### config.mk
export PLATFORM = sky130hd
export DESIGN_NAME = lru_tag_cache_lookup
export DESIGN_NICKNAME = d
export VERILOG_FILES = /design/src/hdl/ltc_pkg.sv /design/src/hdl/ltc_ctrl.sv /design/src/hdl/ltc_datapath.sv /design/src/hdl/lru_tag_cache_lookup.sv
export VERILOG_INCLUDE_DIRS = /design/src /design/src/hdl
export SDC_FILE = /design/constraint.sdc
export NUM_CORES = 1
export LEC_CHECK = 0
export BUFFER_PORTS_ARGS = -buffer_cell sky130_fd_sc_hd__buf_2
export CORE_MARGIN = 5
export CORE_UTILIZATION = 40
export CTS_CLUSTER_DIAMETER = 100
export DETAILED_ROUTE_END_ITERATION = 16
export PLACE_DENSITY = 0.62
export SLEW_MARGIN = 40
export SYNTH_ARGS = -nofsm -noshare
export SYNTH_HDL_FRONTEND = slang
export SYNTH_SLANG_ARGS = --single-unit
export TNS_END_PERCENT = 10
### constraint.sdc
create_clock -name clk -period 11 [get_ports clk]
set_clock_uncertainty 0.1 [all_clocks]
set_input_delay 0.55 -clock clk [delete_from_list [all_inputs] [get_ports clk]]
set_output_delay 0.55 -clock clk [all_outputs]
set_load 0.05 [all_outputs]
### src/hdl/lru_tag_cache_lookup_assert.svh
// Assertion macros shared by the cache lookup modules.
`ifndef LRU_TAG_CACHE_LOOKUP_ASSERT_SVH
`define LRU_TAG_CACHE_LOOKUP_ASSERT_SVH

// Same-cycle implication, off while reset is asserted.
`define LTC_ASSERT_IMP(label, clk, rst_n, ante, cons) \
	label: assert property (@(posedge clk) disable iff (!rst_n) (ante) |-> (cons)) \
		else $error("lookup assertion failed");

// Next-cycle implication, off while reset is asserted.
`define LTC_ASSERT_NXT(label, clk, rst_n, ante, cons) \
	label: assert property (@(posedge clk) disable iff (!rst_n) (ante) |=> (cons)) \
		else $error("lookup assertion failed");

`endif

### src/hdl/ltc_pkg.sv
package ltc_pkg;

	localparam int unsigned ID_W        = 32;
	localparam int unsigned CNT_W       = 32;
	localparam int unsigned WAY_W       = 6;
	localparam int unsigned CFG_INDEX_W = 2;
	localparam int unsigned CFG_DATA_W  = 32;

	localparam logic [CFG_INDEX_W-1:0] REG_CACHE_ENABLE = 2'd0;
	localparam logic [CFG_INDEX_W-1:0] REG_STORED_COUNT = 2'd1;

	// Commands from the controller to the datapath
	typedef struct packed {
		logic capture;
		logic evaluate;
		logic commit;
	} ltc_cmd_t;

	// Status from the datapath to the controller
	typedef struct packed {
		logic out_blocked;
	} ltc_status_t;

endpackage

### src/hdl/ltc_ctrl.sv
`include "lru_tag_cache_lookup_assert.svh"

module ltc_ctrl import ltc_pkg::*; (
	input  logic        clk,
	input  logic        arst_n,
	input  logic        in_valid,
	output logic        in_ready,
	input  ltc_status_t status,
	output ltc_cmd_t    cmd
);

	typedef enum logic [2:0] {
		ST_IDLE = 3'b001,
		ST_LOOK = 3'b010,
		ST_UPD  = 3'b100
	} state_t;

	state_t state_q;
	state_t state_next;

	always_comb begin
		state_next   = state_q;
		cmd.capture  = 1'b0;
		cmd.evaluate = 1'b0;
		cmd.commit   = 1'b0;
		in_ready     = 1'b0;
		unique case (state_q)
			ST_IDLE: begin
				in_ready    = 1'b1;
				cmd.capture = in_valid;
				if (in_valid) begin
					state_next = ST_LOOK;
				end
			end
			ST_LOOK: begin
				cmd.evaluate = 1'b1;
				state_next   = ST_UPD;
			end
			ST_UPD: begin
				// hold the update while the previous result is still waiting
				if (!status.out_blocked) begin
					cmd.commit = 1'b1;
					state_next = ST_IDLE;
				end
			end
			default: begin
				state_next = ST_IDLE;
			end
		endcase
	end

	always_ff @(posedge clk or negedge arst_n) begin
		if (!arst_n) begin
			state_q <= ST_IDLE;
		end else begin
			state_q <= state_next;
		end
	end

	`LTC_ASSERT_NXT(a_accept_then_eval, clk, arst_n, in_valid && in_ready, cmd.evaluate)

endmodule

### src/hdl/ltc_datapath.sv
`include "lru_tag_cache_lookup_assert.svh"

module ltc_datapath import ltc_pkg::*; #(
	parameter int unsigned ENTRY_COUNT = 16
) (
	input  logic                   clk,
	input  logic                   arst_n,
	input  ltc_cmd_t               cmd,
	output ltc_status_t            status,
	input  logic [ID_W-1:0]        req_id,
	input  logic                   cfg_valid,
	input  logic [CFG_INDEX_W-1:0] cfg_index,
	input  logic [CFG_DATA_W-1:0]  cfg_data,
	output logic                   out_valid,
	input  logic                   out_ready,
	output logic                   out_of_range,
	output logic                   hit,
	output logic [WAY_W-1:0]       way,
	output logic [CNT_W-1:0]       hit_count,
	output logic [CNT_W-1:0]       miss_count
);

	localparam int unsigned IDX_W = (ENTRY_COUNT > 1) ? $clog2(ENTRY_COUNT) : 1;
	localparam logic [IDX_W-1:0] OLDEST_AGE = IDX_W'(ENTRY_COUNT - 1);

	// configuration
	logic             cache_enable_q;
	logic [ID_W-1:0]  stored_count_q;

	// entry state; age 0 is the most recently used valid entry
	logic [ENTRY_COUNT-1:0] valid_q;
	logic [ID_W-1:0]        tag_q [ENTRY_COUNT];
	logic [IDX_W-1:0]       age_q [ENTRY_COUNT];

	logic [CNT_W-1:0] hits_q;
	logic [CNT_W-1:0] misses_q;
	logic [ID_W-1:0]  id_q;

	// lookup results
	logic                   oor_s1;
	logic                   found_s1;
	logic                   count_s1;
	logic [ENTRY_COUNT-1:0] sel_s1;
	logic [IDX_W-1:0]       way_s1;
	logic [IDX_W-1:0]       hit_age_s1;

	logic                   out_valid_q;
	logic                   oor_q;
	logic                   hit_q;
	logic [IDX_W-1:0]       way_q;
	logic [CNT_W-1:0]       hit_count_q;
	logic [CNT_W-1:0]       miss_count_q;

	logic [ENTRY_COUNT-1:0] match;
	logic [ENTRY_COUNT-1:0] oldest;
	logic [ENTRY_COUNT-1:0] hit_oh;
	logic [ENTRY_COUNT-1:0] free_oh;
	logic [ENTRY_COUNT-1:0] oldest_oh;
	logic [ENTRY_COUNT-1:0] victim_oh;
	logic [ENTRY_COUNT-1:0] sel;
	logic                   found;
	logic                   oor;
	logic [IDX_W-1:0]       way_enc;
	logic [IDX_W-1:0]       hit_age;
	logic [CNT_W-1:0]       hits_next;
	logic [CNT_W-1:0]       misses_next;

	always_comb begin
		for (int i = 0; i < ENTRY_COUNT; i++) begin
			match[i]  = valid_q[i] && (tag_q[i] == id_q);
			oldest[i] = (age_q[i] == OLDEST_AGE);
		end
		// isolate the lowest set bit
		hit_oh    = match & (~match + 1'b1);
		free_oh   = ~valid_q & (valid_q + 1'b1);
		oldest_oh = oldest & (~oldest + 1'b1);
		// unwritten entries go first, lowest index first
		victim_oh = (&valid_q) ? oldest_oh : free_oh;
		oor       = (id_q >= stored_count_q);
		found     = cache_enable_q && !oor && (|match);
		if (oor) begin
			sel = '0;
		end else if (found) begin
			sel = hit_oh;
		end else begin
			sel = victim_oh;
		end
		way_enc = '0;
		hit_age = '0;
		for (int i = 0; i < ENTRY_COUNT; i++) begin
			if (sel[i]) begin
				way_enc = way_enc | IDX_W'(i);
				hit_age = hit_age | age_q[i];
			end
		end
	end

	always_comb begin
		hits_next   = hits_q;
		misses_next = misses_q;
		if (count_s1) begin
			if (found_s1) begin
				if (hits_q != '1) begin
					hits_next = hits_q + 1'b1;
				end
			end else if (misses_q != '1) begin
				misses_next = misses_q + 1'b1;
			end
		end
	end

	always_ff @(posedge clk or negedge arst_n) begin
		if (!arst_n) begin
			cache_enable_q <= 1'b1;
			stored_count_q <= '0;
		end else if (cfg_valid) begin
			unique case (cfg_index)
				REG_CACHE_ENABLE: cache_enable_q <= cfg_data[0];
				REG_STORED_COUNT: stored_count_q <= cfg_data;
				default: begin
				end
			endcase
		end
	end

	always_ff @(posedge clk) begin
		if (cmd.capture) begin
			id_q <= req_id;
		end
		if (cmd.evaluate) begin
			oor_s1     <= oor;
			found_s1   <= found;
			count_s1   <= cache_enable_q && !oor;
			sel_s1     <= sel;
			way_s1     <= way_enc;
			hit_age_s1 <= hit_age;
		end
		if (cmd.commit) begin
			for (int i = 0; i < ENTRY_COUNT; i++) begin
				if (sel_s1[i]) begin
					age_q[i] <= '0;
					if (!found_s1) begin
						tag_q[i] <= id_q;
					end
				end else if (valid_q[i] && !oor_s1 && (!found_s1 || age_q[i] < hit_age_s1)) begin
					// age every entry more recent than the one being touched
					age_q[i] <= age_q[i] + 1'b1;
				end
			end
			oor_q        <= oor_s1;
			hit_q        <= found_s1;
			way_q        <= way_s1;
			hit_count_q  <= hits_next;
			miss_count_q <= misses_next;
		end
	end

	always_ff @(posedge clk or negedge arst_n) begin
		if (!arst_n) begin
			valid_q     <= '0;
			hits_q      <= '0;
			misses_q    <= '0;
			out_valid_q <= 1'b0;
		end else begin
			if (cmd.commit) begin
				if (!found_s1) begin
					valid_q <= valid_q | sel_s1;
				end
				hits_q      <= hits_next;
				misses_q    <= misses_next;
				out_valid_q <= 1'b1;
			end else if (out_ready) begin
				out_valid_q <= 1'b0;
			end
		end
	end

	assign status.out_blocked = out_valid_q && !out_ready;
	assign out_valid    = out_valid_q;
	assign out_of_range = oor_q;
	assign hit          = hit_q;
	assign way          = WAY_W'(way_q);
	assign hit_count    = hit_count_q;
	assign miss_count   = miss_count_q;

	`LTC_ASSERT_IMP(a_one_entry_touched, clk, arst_n, cmd.commit && !oor_s1, $onehot(sel_s1))
	`LTC_ASSERT_IMP(a_refused_untouched, clk, arst_n, cmd.commit && oor_s1, sel_s1 == '0 && !found_s1)
	`LTC_ASSERT_NXT(a_touched_is_valid, clk, arst_n, cmd.commit, (valid_q & sel_s1) == sel_s1)

endmodule

### src/hdl/lru_tag_cache_lookup.sv
// Channel | Direction | Signals
// request | in        | in_valid, in_ready, req_id
// result  | out       | out_valid, out_ready, out_of_range, hit, way, hit_count, miss_count
// config  | in        | cfg_valid, cfg_ready, cfg_index, cfg_data
//
// A request passes through accept, a parallel tag compare and victim pick over all
// ENTRY_COUNT entries, then the state update that loads the result register.
// The next request is accepted in the cycle after the update.
// A result not yet taken holds the update step of the request behind it.
// Reset clears valid bits, counters and stored count, enables cache; no clearing pass.
// Configuration writes are taken in every cycle.
module lru_tag_cache_lookup import ltc_pkg::*; #(
	parameter int unsigned ENTRY_COUNT = 16
) (
	input  logic                   clk,
	input  logic                   arst_n,
	input  logic                   in_valid,
	output logic                   in_ready,
	input  logic [ID_W-1:0]        req_id,
	output logic                   out_valid,
	input  logic                   out_ready,
	output logic                   out_of_range,
	output logic                   hit,
	output logic [WAY_W-1:0]       way,
	output logic [CNT_W-1:0]       hit_count,
	output logic [CNT_W-1:0]       miss_count,
	input  logic                   cfg_valid,
	output logic                   cfg_ready,
	input  logic [CFG_INDEX_W-1:0] cfg_index,
	input  logic [CFG_DATA_W-1:0]  cfg_data
);

	ltc_cmd_t    cmd;
	ltc_status_t status;

	assign cfg_ready = 1'b1;

	ltc_ctrl u_ctrl (
		.clk      (clk),
		.arst_n   (arst_n),
		.in_valid (in_valid),
		.in_ready (in_ready),
		.status   (status),
		.cmd      (cmd)
	);

	ltc_datapath #(
		.ENTRY_COUNT (ENTRY_COUNT)
	) u_datapath (
		.clk          (clk),
		.arst_n       (arst_n),
		.cmd          (cmd),
		.status       (status),
		.req_id       (req_id),
		.cfg_valid    (cfg_valid),
		.cfg_index    (cfg_index),
		.cfg_data     (cfg_data),
		.out_valid    (out_valid),
		.out_ready    (out_ready),
		.out_of_range (out_of_range),
		.hit          (hit),
		.way          (way),
		.hit_count    (hit_count),
		.miss_count   (miss_count)
	);

endmodule
==> impl_metrics.toml <==
[outcome]
outcome = "completed"

[critical_path]
cpMaxStageDelayCell = "a221oi_1"
critPathMaxStageDelay_ps = 690
worst_r2r_endpoint = "u_datapath.hit_age_s1[1]$_DFFE_PP_"
r2r-start = "u_datapath.id_q[0]$_DFFE_PP_"
worstPathCellList = "buf_4 > inv_1 > ha_1 > nand2b_1 > a2111oi_0 > o21bai_1 > a221oi_1 > o21a_1 > clkinv_1 > or3b_2 > mux2i_1 > a22o_1 > a221o_1 > nor4b_2 > o211ai_1"
crit_arrival_ps = 5710
crit_type = "register to register"
rrSetupSlack_ps = 5670
cp_max_fo = 33
cp.required_ps = 11380
crit_path_end_kind = "register"
reg2reg_depth = 15
cp-start-kind = "register"

[min_path]
min_to = "u_datapath.stored_count_q[11]$_DFFE_PN0P_"
hp-class = "input pin to register"
hp-start = "cfg_data[11]"
min_path_cells = 2

[timing]
worst_pin_slew_ps = 893
period_share_pct = 48.5
hold_violations = 0
rsz0062_at_grt = "false"
fmax_mhz = 188
setup_tns_ps = 0
setup-violations-final = 0
slew_viol_final = 0
finalWorstSetupSlack_ps = 5670
min_period_ps = 5330
max_slew_margin_pct = 40.3

[die]
rows = 113
fp.dieH_um = 318
fp.coreArea_sq_um = 94600
io_pins = 146
dieArea_sq_um = 101000
die_x_um = 318
start_util_pct = 40.2

[clock_network]
clk_pin_slew_worst_paths_ps = 60
cts_tree = "yes"
clk_latency_ps = 650
post_cts.repair.setup_buffers = 0
cts_made_buffers = 86
cts-root-buf = "clkbuf_16"
cts_max_level = 3
cts_resized = 0
ctsLongestPathBuffers = 3
cts.sinks = 822

[logic_synthesis]
ys_warn_count = 0
ys.flop_type = "edfxtp_1"
yosysSeqAreaShare_pct = 63.4
synth_edf_count = 705
ys_async_sr_fraction_pct = 14.2
yosysUniqueCellTypes = 73
syn_avg_cell_area_sq_um = 13.7
synthCells = 2779
syn_area_sq_um = 38000
ys_ff_latch = 822

[finish]
syn_to_final_growth_pct = 14.3
nNetsFinal = 3176
fillers = 8315
n_antenna_cell = 0
drive_gt1_share_pct = 13.5

[drt]
vias = 22550
routed_wl_um = 94000
via_per_inst = 5.19
wire_per_inst_um = 21.6
drt_iter0_drc = 1930
drt_first_pass_iters = 8
drc = 0
ant_nets = 0

[place]
port_buffers = 142
dpl_worst_slack_ps = 5800
hpwl_um = 59300
globalplace.congestion = 0.939

[power]
vdd.ir_drop.worst_mv = 0.162
power.density_nw_per_um2 = 188
p_leak_nw = 15.5

[run]
cap_violations = 0

[grt]
grt_pass1_wl_um = 142000
grt_antenna_before_repair = 1
grt_usage_pct = 18.2
grt_overflow_total = 0
grt_start_max_net_pins = 61
grt_pass1_vias = 22440
==> stage by stage <==
step | cell area, sq um | util [%] | total power [mW] | cells | hold slack [ps]
6_report | 43500 | 45.9 | 8.18 | 4344 | 37.0
5_1_grt | 43500 | 45.9 | 8.50 | 4344 | 11.4
4_1_cts | 43400 | 45.9 | 8.25 | 4344 | 0.810
3_5_place_dp | 40100 | 42.4 | 5.19 | 4146 | 346
3_3_place_gp | 40000 | 42.3 | 5.18 | 4145 | 363
2_1_floorplan | 38000 | - | 4.74 | 2780 | 154
==> cell usage in the layout, fill, tap and decap left out, types with 20 or more instances in the layout <==
cell           instances
nand2b_1              24
nor4_1                89
edfxtp_1             705
dlygate4sd3_1         38
buf_2                141
xor2_1               412
nor3_1                43
nand4_1               80
nor2_1               151
mux2_2                33
inv_1                 72
clkbuf_16             89
and3_1                23
a21o_1                20
nor2b_1               21
clkinv_2              21
ha_1                  98
buf_4                 56
xnor2_1              250
dfrtp_1              115
nand2_1              157
a21oi_1               42
and2_1                25
o21ai_0               30
nand3_1              107
==> cells in the mapped netlist, types with 4 or more instances <==
master / count / area, sq um
buf_6: 31 / 349
ha_1: 98 / 1230
o32ai_1: 5 / 43.8
a221oi_1: 4 / 35.0
and2_1: 25 / 156
nand2b_1: 24 / 150
mux2_2: 33 / 372
nor2b_1: 21 / 131
edfxtp_1: 705 / 21200
o21ai_0: 30 / 150
clkbuf_1: 26 / 97.6
a21o_1: 20 / 150
a22o_1: 10 / 87.6
nand4b_1: 17 / 149
buf_4: 17 / 128
nor3_1: 44 / 220
nand3_1: 107 / 536
or2_2: 19 / 119
a22oi_1: 9 / 67.6
a221o_1: 4 / 40.0
nand2_1: 157 / 589
nand4_1: 80 / 500
and3_1: 23 / 144
a222oi_1: 6 / 60.1
o22ai_1: 4 / 25.0
mux2i_1: 4 / 40.0
or3_1: 9 / 56.3
nor4_1: 90 / 563
buf_2: 22 / 110
dfrtp_1: 115 / 2880
and4_1: 11 / 96.3
a21oi_1: 42 / 210
or3b_2: 4 / 35.0
nor3b_1: 5 / 37.5
xor2_1: 412 / 3610
inv_1: 73 / 274
nor2_1: 154 / 578
or4_1: 12 / 90.1
xnor2_1: 250 / 2190
==> how the worst max path moves through the flow <==
stage / from / endpoint / slack (ps)
5_1_grt: u_datapath.id_q[0]$_DFFE_PP_ / u_datapath.hit_age_s1[1]$_DFFE_PP_ / 5430
6_report: u_datapath.id_q[0]$_DFFE_PP_ / u_datapath.hit_age_s1[1]$_DFFE_PP_ / 5670
3_5_place_dp: u_datapath.id_q[0]$_DFFE_PP_ / u_datapath.hit_age_s1[0]$_DFFE_PP_ / 5800
2_1_floorplan: u_ctrl.state_q[1]$_DFFE_PN0P_ / u_datapath.age_q[0][0]$_SDFFCE_PN0P_ / 6610
4_1_cts: u_datapath.id_q[0]$_DFFE_PP_ / u_datapath.hit_age_s1[0]$_DFFE_PP_ / 5760
3_3_place_gp: u_datapath.id_q[0]$_DFFE_PP_ / u_datapath.hit_age_s1[0]$_DFFE_PP_ / 5750
==> state kept, by name, indices dropped and copies added (netlist names), 4 cells and up <==
name and count:
u_datapath.hit_age_s1 4, u_datapath.misses_q 32, u_datapath.sel_s1 16, u_datapath.age_q 64, u_datapath.way_s1 4, u_datapath.way_q 4
u_datapath.tag_q 512, u_datapath.hit_count 32, u_datapath.miss_count 32, u_datapath.valid_q 16, u_datapath.stored_count_q 32, u_datapath.id_q 32
u_datapath.hits_q 32
==> what timing repair did <==
item / in CTS / in global routing
hold buffers: 38 / 0
hold endpoints to repair: 94 / 0
setup endpoints to repair: 0 / 0
==> logic make-up (layout without fill, tap and decap cells) <==
logic type               after synthesis  after routing  synth area share (%)
adder cells (fa/ha/maj)               98             98                  3.23
AO/OA/AOI/OAI                        167            167                  3.06
AND/OR/NAND/NOR                      815            815                  11.3
flip-flops                           822            822                  63.4
buffers and inverters                173            472                  2.56
other                                  2              3                0.0198
multiplexers                          37             37                  1.08
XOR/XNOR                             665            665                  15.4
==> metal layers <==
layer	routed length, um	global-route usage, %
met5	0	0
met3	4140	2.38
met1	43500	25.9
met4	2410	5.10
met2	43900	29.4
==> area by class of cell <==
type / count / area (sq um) / share of cell area [%]
Clock buffer: 111 / 2370 / 5.45
Clock inverter: 49 / 611 / 1.41
Inverter: 74 / 280 / 0.645
Multi-Input combinational cell: 1785 / 13000 / 29.8
Sequential cell: 822 / 24100 / 55.5
Tap cell: 1265 / 1580 / 3.64
Timing Repair Buffer: 238 / 1540 / 3.55
==> worst max-delay path, delay by kind of cell, from the launching register on <==
family	cells	cell delay, ps
DFF	1	320
AOI/OAI and AO/OA	7	2270
and+or+nand+nor	3	720
buffers and inverters	3	910
muxes	1	470
adders and majority gates	1	300
==> power breakdown <==
| part | switching [mW] | internal (mW) |
|---|---|---|
| Sequential | 0.153 | 3.65 |
| Clock | 1.23 | 1.82 |
| Combinational | 0.885 | 0.440 |
Note: power is estimated with default switching activity, not from simulation.
